File: src/design/lzd_pkg.sv
// ----------------------------------------------------------------------------
// lzd_pkg
// Shared types, constants and helpers for the LZ77 byte decompressor.
// ----------------------------------------------------------------------------
`default_nettype none

package lzd_pkg;

   localparam int unsigned SIZE_W = 24;
   localparam int unsigned WIN_W  = 12;
   localparam int unsigned LEN_W  = 5;

   localparam logic [SIZE_W-1:0] SIZE_MAX = 24'hFFFFFF;
   localparam logic [LEN_W-1:0]  LEN_BIAS = 5'd3;
   localparam logic [3:0]        FLAG_CNT = 4'd8;

   typedef enum logic [2:0] {
      PH_HEADER,
      PH_FLAG,
      PH_LIT,
      PH_TOKLO,
      PH_TOKHI,
      PH_DONE
   } phase_type;

   // One emit command: a literal or a back-reference copy
   typedef struct packed {
      logic              restart;   // window pointer back to zero first
      logic              is_lit;
      logic [7:0]        lit_byte;
      logic [WIN_W-1:0]  disp;
      logic [LEN_W-1:0]  len;
      logic [SIZE_W-1:0] base;      // output count before the first byte
      logic [SIZE_W-1:0] target;
   } cmd_type;

   function automatic logic [SIZE_W-1:0] sat_add(input logic [SIZE_W-1:0] cnt,
                                                 input logic [LEN_W-1:0] n);
      logic [SIZE_W:0] sum;
      sum = {1'b0, cnt} + {{(SIZE_W+1-LEN_W){1'b0}}, n};
      return sum[SIZE_W] ? SIZE_MAX : sum[SIZE_W-1:0];
   endfunction

endpackage

`default_nettype wire

File: src/design/lzd_cmd_fifo.sv
// ----------------------------------------------------------------------------
// lzd_cmd_fifo
// Small command queue between the stream parser and the copy engine.
// ----------------------------------------------------------------------------
`default_nettype none

module lzd_cmd_fifo #(
   parameter int unsigned DEPTH = 2
) (
   input  wire logic             clock,
   input  wire logic             reset,
   input  wire logic             push,
   input  wire lzd_pkg::cmd_type push_cmd,
   output logic                  full,
   input  wire logic             pop,
   output logic                  pop_valid,
   output lzd_pkg::cmd_type      pop_cmd
);

   localparam int unsigned PTR_W = (DEPTH > 1) ? $clog2(DEPTH) : 1;
   localparam int unsigned CNT_W = $clog2(DEPTH + 1);

   lzd_pkg::cmd_type   mem_ff [DEPTH];
   logic [PTR_W-1:0]   wr_ptr_ff, wr_ptr_in;
   logic [PTR_W-1:0]   rd_ptr_ff, rd_ptr_in;
   logic [CNT_W-1:0]   cnt_ff, cnt_in;
   logic               do_push, do_pop;

   assign full      = (cnt_ff == CNT_W'(DEPTH));
   assign pop_valid = (cnt_ff != '0);
   assign pop_cmd   = mem_ff[rd_ptr_ff];
   assign do_push   = push && !full;
   assign do_pop    = pop && pop_valid;

   always_comb begin
      wr_ptr_in = wr_ptr_ff;
      rd_ptr_in = rd_ptr_ff;
      cnt_in    = cnt_ff;
      if (do_push) begin
         wr_ptr_in = (wr_ptr_ff == PTR_W'(DEPTH - 1)) ? '0 : wr_ptr_ff + PTR_W'(1);
      end
      if (do_pop) begin
         rd_ptr_in = (rd_ptr_ff == PTR_W'(DEPTH - 1)) ? '0 : rd_ptr_ff + PTR_W'(1);
      end
      if (do_push && !do_pop) begin
         cnt_in = cnt_ff + CNT_W'(1);
      end else if (do_pop && !do_push) begin
         cnt_in = cnt_ff - CNT_W'(1);
      end
   end

   always_ff @(posedge clock) begin
      if (reset) begin
         wr_ptr_ff <= '0;
         rd_ptr_ff <= '0;
         cnt_ff    <= '0;
      end else begin
         wr_ptr_ff <= wr_ptr_in;
         rd_ptr_ff <= rd_ptr_in;
         cnt_ff    <= cnt_in;
      end
   end

   always_ff @(posedge clock) begin
      if (do_push) begin
         mem_ff[wr_ptr_ff] <= push_cmd;
      end
   end

endmodule

`default_nettype wire

File: config.mk
export PLATFORM = sky130hd
export DESIGN_NAME = lzd_cmd_fifo
export DESIGN_NICKNAME = d
export VERILOG_FILES = /design/src/design/lzd_pkg.sv /design/src/design/lzd_cmd_fifo.sv
export SDC_FILE = /design/constraint.sdc
export NUM_CORES = 1
export LEC_CHECK = 0
export BUFFER_PORTS_ARGS = -buffer_cell sky130_fd_sc_hd__buf_2
export CAP_MARGIN = 30
export CORE_ASPECT_RATIO = 0.75
export CORE_MARGIN = 4
export CORE_UTILIZATION = 47
export CTS_CLUSTER_DIAMETER = 30
export DETAILED_ROUTE_END_ITERATION = 6
export PLACE_DENSITY = 0.83
export SLEW_MARGIN = 40
export SYNTH_ARGS = -nofsm -noshare
export SYNTH_HDL_FRONTEND = slang
export SYNTH_SLANG_ARGS = --single-unit
File: constraint.sdc
create_clock -name clock -period 2.9 [get_ports clock]
set_input_delay 0.145 -clock clock [delete_from_list [all_inputs] [get_ports clock]]
set_output_delay 0.145 -clock clock [all_outputs]
set_load 0.1 [all_outputs]
==> summary.md <==
| Metric | Value |
|---|---|
| Status | finished clean |
| Setup violators final | 0 |
| Post-route cell area | 7920 µm² |
| PwrDens | 1120 nW/µm² |
| 1st-iter DRT viols | between 150 and 200 |
| DR pass1 iterations | 4 |
| Largest net degree at the start of global routing | 43 |
| Final net count | 584 |
| Clk buf depth | 2 |
| P&R area growth vs syn | 40.4% |
| Setup TNS | 0 ns |
| Final wirelength | 11.7 mm |
| Port Buffers | 155 |
| Clk_skew | 0.00987 ns |
| Gr ovfl total | 0 |
| Hpwl dp | between 6 and 7 mm |
| Worst R2R Start | cnt_ff[0] |
| Syn. warnings | 0 |
| Clock transition at path regs | 0.06 ns |
| Compound-Gate Fraction of Synth Area | 0.443% |
| Largest family of logic cells by synthesized area | multiplexers |
| Final Non-Filler Cells | a little under 700 |
| Root Driver | clkbuf_16 |
| H-tree levels | 4 |
| R2R depth | 4 |
| Clk sink count | 155 |
| Leakage | about 0.0030 µW |
| Flop2flop setup slack | 1.05 ns |
| Sequential area share after synthesis | 81.6% |
| Simple-gate share of the synthesized area | 0.865% |
| FF+latch count, synth | roughly 160 |
| Die Ht | 103 µm |
| Vias in the first global route | 3586 |
| Final Slew Violations | 0 |
| Rel. slew slack | 61.4% |
| Worst Path Arrival | between 2 and 2.5 ns |
| Final hold vios | 0 |
| Post-DRT Antenna Nets | 0 |
| First-pass GRT wire length | 18.2 mm |
| Distinct cell type count after synthesis | 16 |
| Worst-path maximum fanout | 41 |
| Hold Startpoint | push |
| Total CTS buffers | 17 |
| Dpl cells | 571 |
| GRT Total Usage | 17.5% |
| Setup crit end kind | primary output |
| Core Area | 11700 µm² |
| Startpoint Class | flop |
| Critical path type | flop to primary output |
| Vias/cell | 4.84 |
| Synth Area in Adders | 0.222% |
| Commonest non-fill, non-tap cell in the layout | buf_2 |
| Unrepaired setup endpoints after global routing | no |
| Die area | 13800 µm² |
| Mux cell area share after synthesis | 15.0% |
| CTS tree | built |
| Row count | 34 |
| Final period util | 77.4% |
| DP Worst Slack | 1.06 ns |
| R2R Path End | mem_ff[0][15] |
| Initial antenna violation count | 0 |
| Number of I/O pins | 156 |
| Post-cts resize count | 0 |
| Fraction of layout cells with a size suffix above 1 | a little over half |
| Minimum clock period | around 2.2 ns |
| GP Congestion | 0.699 |
| Routed wire per std cell | between 15 and 20 µm |
| Min-delay worst type | input pin to flop |
| Max-Cap Viols | 0 |
| ANT cells | 0 |
| Vias | approximately 3300 |
| Starting density of the core | between 40% and 50% |
| Post-Synth XOR/XNOR Area | 0.466% |
| Chip width | about 130 µm |
| FMAX | 0.446 GHz |
| Hold EP | wr_ptr_ff |
| Setup WS post-layout | 0.657 ns |
| Fill count | 770 |
| Instance count of the mapped netlist | about 260 |
| DRC viols | 0 |
| Syn_nets | 338 |
| Synth Area per Inst | 21.9 µm² |
| Worst EP required | approximately 2.8 ns |
| Worst-margin pin slew | 0.579 ns |
| Worst skew pair latency | 0.40 ns |
| Worst VDD drop | between 0.001 and 0.0015 V |
| Post-Place Cell Area | 6620 µm² |
| Synth Cell Area | 5640 µm² |
| Hold Path Depth | 4 |
| Most frequent cells in the layout | buf_2 (155), edfxtp_1 (150), dlygate4sd3_1 (76) |
[through the flow]
step	util (%)	hold WS (ns)	power [µW]
final	67.9	0.125	8910
after global routing	67.9	0.132	9200
after CTS	67.9	0.109	8950
after detailed placement	56.8	0.336	6880
after global placement	56.8	0.332	6830
after floorplan	-	0.214	6350
[synth_stat cells]
library cell	count	share of area [%]
buf_2	2	0.18
edfxtp_1	150	80
buf_4	1	0.13
or2_2	1	0.11
nor2b_2	1	0.16
o21ai_0	3	0.27
or3_1	2	0.22
dfxtp_1	5	1.8
buf_6	5	1.0
xor2_1	3	0.47
mux2_2	75	15
and2_1	1	0.11
nor2_1	4	0.27
ha_1	1	0.22
a21oi_1	2	0.18
inv_1	2	0.13
[report_power, final]
group	switching [µW]	leakage, µW	internal (µW)
clock	878	0.000250	1100
sequential	145	0.00144	2820
combinational	3200	0.00129	769
[per-layer routing]
layer / vias to the layer above / global-route usage (%) / share of wire (%)
li1: 1516 / - / -
met1: 1629 / 18.9 / 39
met4: 0 / 6.42 / 1.3
met3: 16 / 5.56 / 6.5
met2: 124 / 32.7 / 53
met5: - / 0 / 0
[cells by family after synthesis]
logic type / after synthesis
flip-flops: 155
multiplexers: 75
buffers and inverters: 10
AND/OR/NAND/NOR: 9
AO/OA/AOI/OAI: 5
XOR/XNOR: 3
adder cells (fa/ha/maj): 1
[repair_timing]
action                    CTS  global route
hold buffers               76             0
buffers inserted            0             0
hold endpoints to repair  155             0
[critical path, stage by stage, from the launching register on]
cell     delay [ns]
dfxtp_4        0.65
buf_12         0.31
mux2_2         0.38
buf_2          0.30
[worst max path at each step]
stage | start | endpoint | slack [ns] | cells after the start
global placement | flop | pop_cmd[41] | 1.09 | 3
finish | flop | pop_cmd[41] | 0.66 | 3
global route | flop | pop_cmd[41] | 0.57 | 3
detailed placement | cnt_ff[0] | mem_ff[0][48] | 1.06 | 4
floorplan | cnt_ff[1] | mem_ff[0][0] | 0.26 | 3
CTS | flop | pop_cmd[41] | 0.63 | 3
[flip-flops by register name (all words and copies together) (netlist names), named ones only]
name       cells
mem_ff       150
cnt_ff         2
rd_ptr_ff      1
wr_ptr_ff      1
[final cells by class]
class	instances	area [µm²]	share of cell area, %
clock buffer	17	425	5.37
clock inverter	15	116	1.47
inverter	2	11.3	0.142
multi-input combinational	93	965	12.2
sequential	155	4610	58.2
tap	162	203	2.56
timing repair buffer	235	1590	20.1
(Power assumes the default switching activity.)
