--- src/design/lzd_pkg.sv ---
// ----------------------------------------------------------------------------
// lzd_pkg
// Shared types, constants and helpers for the LZ77 byte decompressor.
// ----------------------------------------------------------------------------
`default_nettype none

package lzd_pkg;

   localparam int unsigned SIZE_W = 24;
   localparam int unsigned WIN_W  = 12;
   localparam int unsigned LEN_W  = 5;

   localparam logic [SIZE_W-1:0] SIZE_MAX = 24'hFFFFFF;
   localparam logic [LEN_W-1:0]  LEN_BIAS = 5'd3;
   localparam logic [3:0]        FLAG_CNT = 4'd8;

   typedef enum logic [2:0] {
      PH_HEADER,
      PH_FLAG,
      PH_LIT,
      PH_TOKLO,
      PH_TOKHI,
      PH_DONE
   } phase_type;

   // One emit command: a literal or a back-reference copy
   typedef struct packed {
      logic              restart;   // window pointer back to zero first
      logic              is_lit;
      logic [7:0]        lit_byte;
      logic [WIN_W-1:0]  disp;
      logic [LEN_W-1:0]  len;
      logic [SIZE_W-1:0] base;      // output count before the first byte
      logic [SIZE_W-1:0] target;
   } cmd_type;

   function automatic logic [SIZE_W-1:0] sat_add(input logic [SIZE_W-1:0] cnt,
                                                 input logic [LEN_W-1:0] n);
      logic [SIZE_W:0] sum;
      sum = {1'b0, cnt} + {{(SIZE_W+1-LEN_W){1'b0}}, n};
      return sum[SIZE_W] ? SIZE_MAX : sum[SIZE_W-1:0];
   endfunction

endpackage

`default_nettype wire

--- src/design/lzd_front.sv ---
// ----------------------------------------------------------------------------
// lzd_front
// Parses the compressed stream: header, flag bytes, literals and tokens.
// Tracks the output count and pushes one emit command per emitting request.
// ----------------------------------------------------------------------------
`default_nettype none

module lzd_front (
   input  wire logic             clock,
   input  wire logic             reset,
   input  wire logic             req_valid,
   output logic                  req_ready,
   input  wire logic [7:0]       req_in_byte,
   input  wire logic             req_start_req,
   input  wire logic             q_full,
   output logic                  q_push,
   output lzd_pkg::cmd_type      q_cmd
);

   lzd_pkg::phase_type            phase_ff, phase_in, e_phase;
   logic [1:0]                    hdr_ff, hdr_in, e_hdr;
   logic [lzd_pkg::SIZE_W-1:0]    tgt_ff, tgt_in, e_tgt;
   logic [lzd_pkg::SIZE_W-1:0]    cnt_ff, cnt_in, e_cnt;
   logic [7:0]                    flags_ff, flags_in, e_flags;
   logic [3:0]                    idx_ff, idx_in, e_idx;
   logic [7:0]                    tok_ff, tok_in, e_tok;
   logic                          pend_ff, pend_in;
   logic                          accept;

   function automatic lzd_pkg::phase_type choose_next(
      input logic [lzd_pkg::SIZE_W-1:0] cnt,
      input logic [lzd_pkg::SIZE_W-1:0] tgt,
      input logic [3:0]                 idx,
      input logic [7:0]                 flags);
      lzd_pkg::phase_type ph;
      if (cnt >= tgt) begin
         ph = lzd_pkg::PH_DONE;
      end else if (idx >= lzd_pkg::FLAG_CNT) begin
         ph = lzd_pkg::PH_FLAG;
      end else if (flags[7]) begin
         ph = lzd_pkg::PH_TOKLO;
      end else begin
         ph = lzd_pkg::PH_LIT;
      end
      return ph;
   endfunction

   assign req_ready = !q_full;
   assign accept    = req_valid && req_ready;

   // state as seen by this request, after an optional restart
   always_comb begin
      if (req_start_req) begin
         e_phase = lzd_pkg::PH_HEADER;
         e_hdr   = 2'd0;
         e_tgt   = '0;
         e_cnt   = '0;
         e_flags = '0;
         e_idx   = '0;
         e_tok   = '0;
      end else begin
         e_phase = phase_ff;
         e_hdr   = hdr_ff;
         e_tgt   = tgt_ff;
         e_cnt   = cnt_ff;
         e_flags = flags_ff;
         e_idx   = idx_ff;
         e_tok   = tok_ff;
      end
   end

   // next state
   always_comb begin
      phase_in = phase_ff;
      hdr_in   = hdr_ff;
      tgt_in   = tgt_ff;
      cnt_in   = cnt_ff;
      flags_in = flags_ff;
      idx_in   = idx_ff;
      tok_in   = tok_ff;
      pend_in  = pend_ff;
      if (accept) begin
         phase_in = e_phase;
         hdr_in   = e_hdr;
         tgt_in   = e_tgt;
         cnt_in   = e_cnt;
         flags_in = e_flags;
         idx_in   = e_idx;
         tok_in   = e_tok;
         pend_in  = pend_ff || req_start_req;
         case (e_phase)
            lzd_pkg::PH_HEADER: begin
               case (e_hdr)
                  2'd1:    tgt_in[7:0]   = req_in_byte;
                  2'd2:    tgt_in[15:8]  = req_in_byte;
                  2'd3:    tgt_in[23:16] = req_in_byte;
                  default: ;
               endcase
               if (e_hdr == 2'd3) begin
                  hdr_in   = 2'd0;
                  idx_in   = lzd_pkg::FLAG_CNT;
                  phase_in = choose_next(e_cnt, tgt_in, lzd_pkg::FLAG_CNT, e_flags);
               end else begin
                  hdr_in = e_hdr + 2'd1;
               end
            end
            lzd_pkg::PH_FLAG: begin
               flags_in = req_in_byte;
               idx_in   = 4'd0;
               phase_in = choose_next(e_cnt, e_tgt, 4'd0, req_in_byte);
            end
            lzd_pkg::PH_LIT: begin
               cnt_in   = lzd_pkg::sat_add(e_cnt, lzd_pkg::LEN_W'(1));
               flags_in = {e_flags[6:0], 1'b0};
               idx_in   = e_idx + 4'd1;
               phase_in = choose_next(cnt_in, e_tgt, idx_in, flags_in);
               pend_in  = 1'b0;
            end
            lzd_pkg::PH_TOKLO: begin
               tok_in   = req_in_byte;
               phase_in = lzd_pkg::PH_TOKHI;
            end
            lzd_pkg::PH_TOKHI: begin
               cnt_in   = lzd_pkg::sat_add(e_cnt, {1'b0, e_tok[7:4]} + lzd_pkg::LEN_BIAS);
               flags_in = {e_flags[6:0], 1'b0};
               idx_in   = e_idx + 4'd1;
               phase_in = choose_next(cnt_in, e_tgt, idx_in, flags_in);
               pend_in  = 1'b0;
            end
            default: ;
         endcase
      end
   end

   // command output
   always_comb begin
      q_push         = accept && (e_phase == lzd_pkg::PH_LIT || e_phase == lzd_pkg::PH_TOKHI);
      q_cmd.restart  = pend_ff || req_start_req;
      q_cmd.is_lit   = (e_phase == lzd_pkg::PH_LIT);
      q_cmd.lit_byte = req_in_byte;
      q_cmd.disp     = {e_tok[3:0], req_in_byte};
      q_cmd.len      = (e_phase == lzd_pkg::PH_LIT) ? lzd_pkg::LEN_W'(1)
                                                     : {1'b0, e_tok[7:4]} + lzd_pkg::LEN_BIAS;
      q_cmd.base     = e_cnt;
      q_cmd.target   = e_tgt;
   end

   always_ff @(posedge clock) begin
      if (reset) begin
         phase_ff <= lzd_pkg::PH_HEADER;
         hdr_ff   <= '0;
         tgt_ff   <= '0;
         cnt_ff   <= '0;
         flags_ff <= '0;
         idx_ff   <= '0;
         tok_ff   <= '0;
         pend_ff  <= 1'b0;
      end else begin
         phase_ff <= phase_in;
         hdr_ff   <= hdr_in;
         tgt_ff   <= tgt_in;
         cnt_ff   <= cnt_in;
         flags_ff <= flags_in;
         idx_ff   <= idx_in;
         tok_ff   <= tok_in;
         pend_ff  <= pend_in;
      end
   end

endmodule

`default_nettype wire

--- config.mk ---
export PLATFORM = sky130hd
export DESIGN_NAME = lzd_front
export DESIGN_NICKNAME = d
export VERILOG_FILES = /design/src/design/lzd_pkg.sv /design/src/design/lzd_front.sv
export SDC_FILE = /design/constraint.sdc
export NUM_CORES = 1
export LEC_CHECK = 0
export ABC_AREA = 1
export BUFFER_PORTS_ARGS = -buffer_cell sky130_fd_sc_hd__buf_2
export CORE_UTILIZATION = 55
export DETAILED_ROUTE_END_ITERATION = 10
export GPL_ROUTABILITY_DRIVEN = 1
export HOLD_SLACK_MARGIN = 0.1
export PLACE_DENSITY = 0.86
export RECOVER_POWER = 50
export SKIP_CTS_REPAIR_TIMING = 1
export SLEW_MARGIN = 20
export SYNTH_ARGS = -nofsm -noshare
export SYNTH_HDL_FRONTEND = slang
export SYNTH_SLANG_ARGS = --single-unit
--- constraint.sdc ---
create_clock -name clock -period 3.6 [get_ports clock]
set_input_delay 0.18 -clock clock [delete_from_list [all_inputs] [get_ports clock]]
set_output_delay 0.18 -clock clock [all_outputs]
set_load 0.03 [all_outputs]
==> results.sh <==
export IMPL_cp_common_cell="nand2_1"
export IMPL_period_minus_slack_ns=3.58
export IMPL_whs_path_depth=3
export IMPL_finalCritPeriodShare_pct=99.5
export IMPL_drive_gt1_share_pct=22.1
export IMPL_tritoncts="yes"
export IMPL_wl_per_cell_um=18.5
export IMPL_clockBufferDepth=2
export IMPL_synth_common_cells="nand2_1 (342), inv_1 (223), o21ai_0 (120)"
export IMPL_yosys_most_used_dff="dfxtp_1"
export IMPL_report_power_total_w=0.00283
export IMPL_syn2layout_area_growth_pct=23.1
export IMPL_cp_start_kind="flop"
export IMPL_tightest_slew_ns=1.01
export IMPL_drc=0
export IMPL_drtPass1Iterations=6
export IMPL_maxSlewViolCount=0
export IMPL_p_leak_nw=5.61
export IMPL_rows=45
export IMPL_cp_data_arrival_time_ns=3.88
export IMPL_ir_drop_uv=247
export IMPL_place_gp_congestion=1.04
export IMPL_crit_buf_inv=4
export IMPL_wl_met3_mm=3.73
export IMPL_worst_path_stages=26
export IMPL_final_nets=1636
export IMPL_htree_levels=3
export IMPL_holdCritPathClass="in2reg"
export IMPL_nFillCells=1268
export IMPL_crit_path_end="phase_ff[1]$_SDFFE_PP0P_"
export IMPL_r2r_end="phase_ff[1]$_SDFFE_PP0P_"
export IMPL_yosysWarnings=0
export IMPL_synth_seq_cells=73
export IMPL_maxSlewHeadroom_pct=32.7
export IMPL_netlist_cell_type_count=45
export IMPL_first_global_vias=9027
export IMPL_clock_sinks=73
export IMPL_worstRegToRegCells=26
export IMPL_syn_num_nets=1503
export IMPL_grt_max_degree=53
export IMPL_setup_viol=0
export IMPL_outcome="finished clean"
export IMPL_synth_edff_count=0
export IMPL_whs_ns=0.230
export IMPL_die_area_sq_um=16000
export IMPL_syn_inst=1383
export IMPL_cts_made_buffers=9
export IMPL_hold_viol=0
export IMPL_avgSynthCellArea_sq_um=6.15
export IMPL_synth_top_area_cell="dfxtp_1"
export IMPL_drt_iter0_drc=1108
export IMPL_required_ns=3.89
export IMPL_path_class="reg2reg"
export IMPL_cp_startpoint="tok_ff[5]$_SDFFE_PP0P_"
export IMPL_ant_nets=0
export IMPL_start_util_pct=56.2
export IMPL_yosysTopAreaCellShare_pct=17.2
export IMPL_postSynth_asyncResetShare_pct=0
export IMPL_layout_setup_ws_ns=0.0176
export IMPL_top_layer_used="met4"
export IMPL_rsz0062_at_grt="true"
export IMPL_worstSkewPairLatency_ns=0.36
export IMPL_core_sq_um=15100
export IMPL_power_density_nw_per_um2=270
export IMPL_grt_overflow=0
export IMPL_grt_first_pass_wirelength_mm=47.5
export IMPL_hpwlAfterDp_mm=22.7
export IMPL_crit_path_max_incr_delay_ns=0.40
export IMPL_critPathCaptureType="flop"
export IMPL_wirelength_mm=31.6
export IMPL_max_clock_freq_ghz=0.279
export IMPL_critical_path_top_delay_family="simple AND/OR/NAND/NOR gates"
export IMPL_diodes=0
export IMPL_dp_slack_ns=-0.166
export IMPL_rr_startpoint="tok_ff[5]$_SDFFE_PP0P_"
export IMPL_critPathSlowestCell="fa_2"
export IMPL_skew_ns=0.0119
export IMPL_num_vias=10200
export IMPL_antenna_found_initial=0
export IMPL_yosys_top_cells_area="dfxtp_1 (17%), ha_1 (16%), nand2_1 (15%)"
export IMPL_syn_cell_area_sq_um=8510
export IMPL_crit_fanout=4
export IMPL_clkTransAtPathRegs_ns=0.07
export IMPL_io_pins=90
export IMPL_ff2ff_setup_slack_ns=0.02
export IMPL_instances_no_fill=1707
export IMPL_dieWidth_um=126
export IMPL_via_per_inst=5.98
export IMPL_drt_met1_wl_mm=12.2
export IMPL_wl_met2_mm=14.0
export IMPL_io_buffers=89
export IMPL_die_h_um=126
export IMPL_setup_tns_ns=0
export IMPL_place_inst=1682
export IMPL_clock_root_buffer="clkbuf_16"
export IMPL_post_synth_top_count_cell="nand2_1"
export IMPL_seq_area_frac_synth_pct=17.2
export IMPL_max_cap_violations=0
export IMPL_grt_usage_pct=37.9
[worst register-to-register path, delay by kind of cell (launching register included)]
kind	cells	cell delay, ns
AND/OR/NAND/NOR	19	2.02
adder cells (fa/ha/maj)	2	0.70
buffers and inverters	4	0.34
flip-flops	1	0.33
AO/OA/AOI/OAI	1	0.12
[metal layers]
layer,track usage [%],up-vias
li1,-,4778
met1,49.6,4620
met2,61.2,684
met3,5.23,131
met4,19.0,0
met5,0,-
[sequential cells by signal (all words and copies together) (netlist names)]
name,cells
cnt_ff,24
tgt_ff,24
tok_ff,8
flags_ff,7
idx_ff,4
phase_ff,3
hdr_ff,2
pend_ff,1
[logic make-up (layout without fill, tap and decap cells)]
| family | Yosys count | after routing | synth area share (%) |
|---|---|---|---|
| compound gates | 296 | 296 | 19.6 |
| xor+xnor | 10 | 10 | 1.03 |
| fa+ha+maj | 107 | 107 | 15.8 |
| buf+inv | 298 | 434 | 14.6 |
| flops | 73 | 73 | 17.2 |
| simple gates | 599 | 599 | 31.7 |
[worst min path at each step]
stage	start	endpoint
global placement	idx_ff[2]$_SDFFE_PP0P_	idx_ff[2]$_SDFFE_PP0P_
CTS	req_in_byte[0]	flags_ff[0]$_SDFFE_PP0P_
detailed placement	idx_ff[2]$_SDFFE_PP0P_	idx_ff[2]$_SDFFE_PP0P_
floorplan	req_in_byte[0]	flags_ff[0]$_SDFFE_PP0P_
global route	req_in_byte[0]	flags_ff[0]$_SDFFE_PP0P_
finish	req_in_byte[0]	flags_ff[0]$_SDFFE_PP0P_
[where the power goes]
part           internal, W  switching [W]  leakage, nW
combinational     0.000307       0.000614         4.85
sequential        0.000852      0.0000278        0.600
clock             0.000637       0.000393        0.157
[metrics by stage]
stage	instance area [sq um]	utilization, %
5_1_grt	10500	69.2
6_report	10500	69.2
3_3_place_gp	9510	62.8
3_5_place_dp	9510	62.8
4_1_cts	9830	64.9
2_1_floorplan	8510	-
[area by class of cell]
type	count	area (sq um)	area share, %
Inverter	231	867	8.28
Timing Repair Buffer	189	1240	11.8
Sequential cell	73	1460	14.0
Clock inverter	3	65.1	0.621
Tap cell	188	235	2.25
Multi-Input combinational cell	1012	6350	60.6
Clock buffer	11	253	2.41
[layout by cell type (no fill, tap or decap), types with 3 or more instances in the layout]
master,n
nand3_2,18
o21ai_2,6
nor2_8,4
inv_1,214
nand3_4,9
nand2_2,26
nor2_2,15
a21oi_2,9
o21ai_0,111
dfxtp_1,71
clkbuf_16,10
nand4_1,28
ha_1,90
nor3_1,4
a21o_1,6
a21oi_1,96
o22ai_1,6
buf_4,91
nand2_4,7
a31oi_1,9
o221ai_1,9
or2_2,6
inv_2,15
o211ai_1,28
nand3_1,55
nor2_1,87
nor2_4,15
clkbuf_1,21
buf_6,5
buf_2,68
ha_4,16
o21a_1,3
nand2_1,320
o21ai_1,8
xor2_1,9
Power figures use the tool's default switching activity.
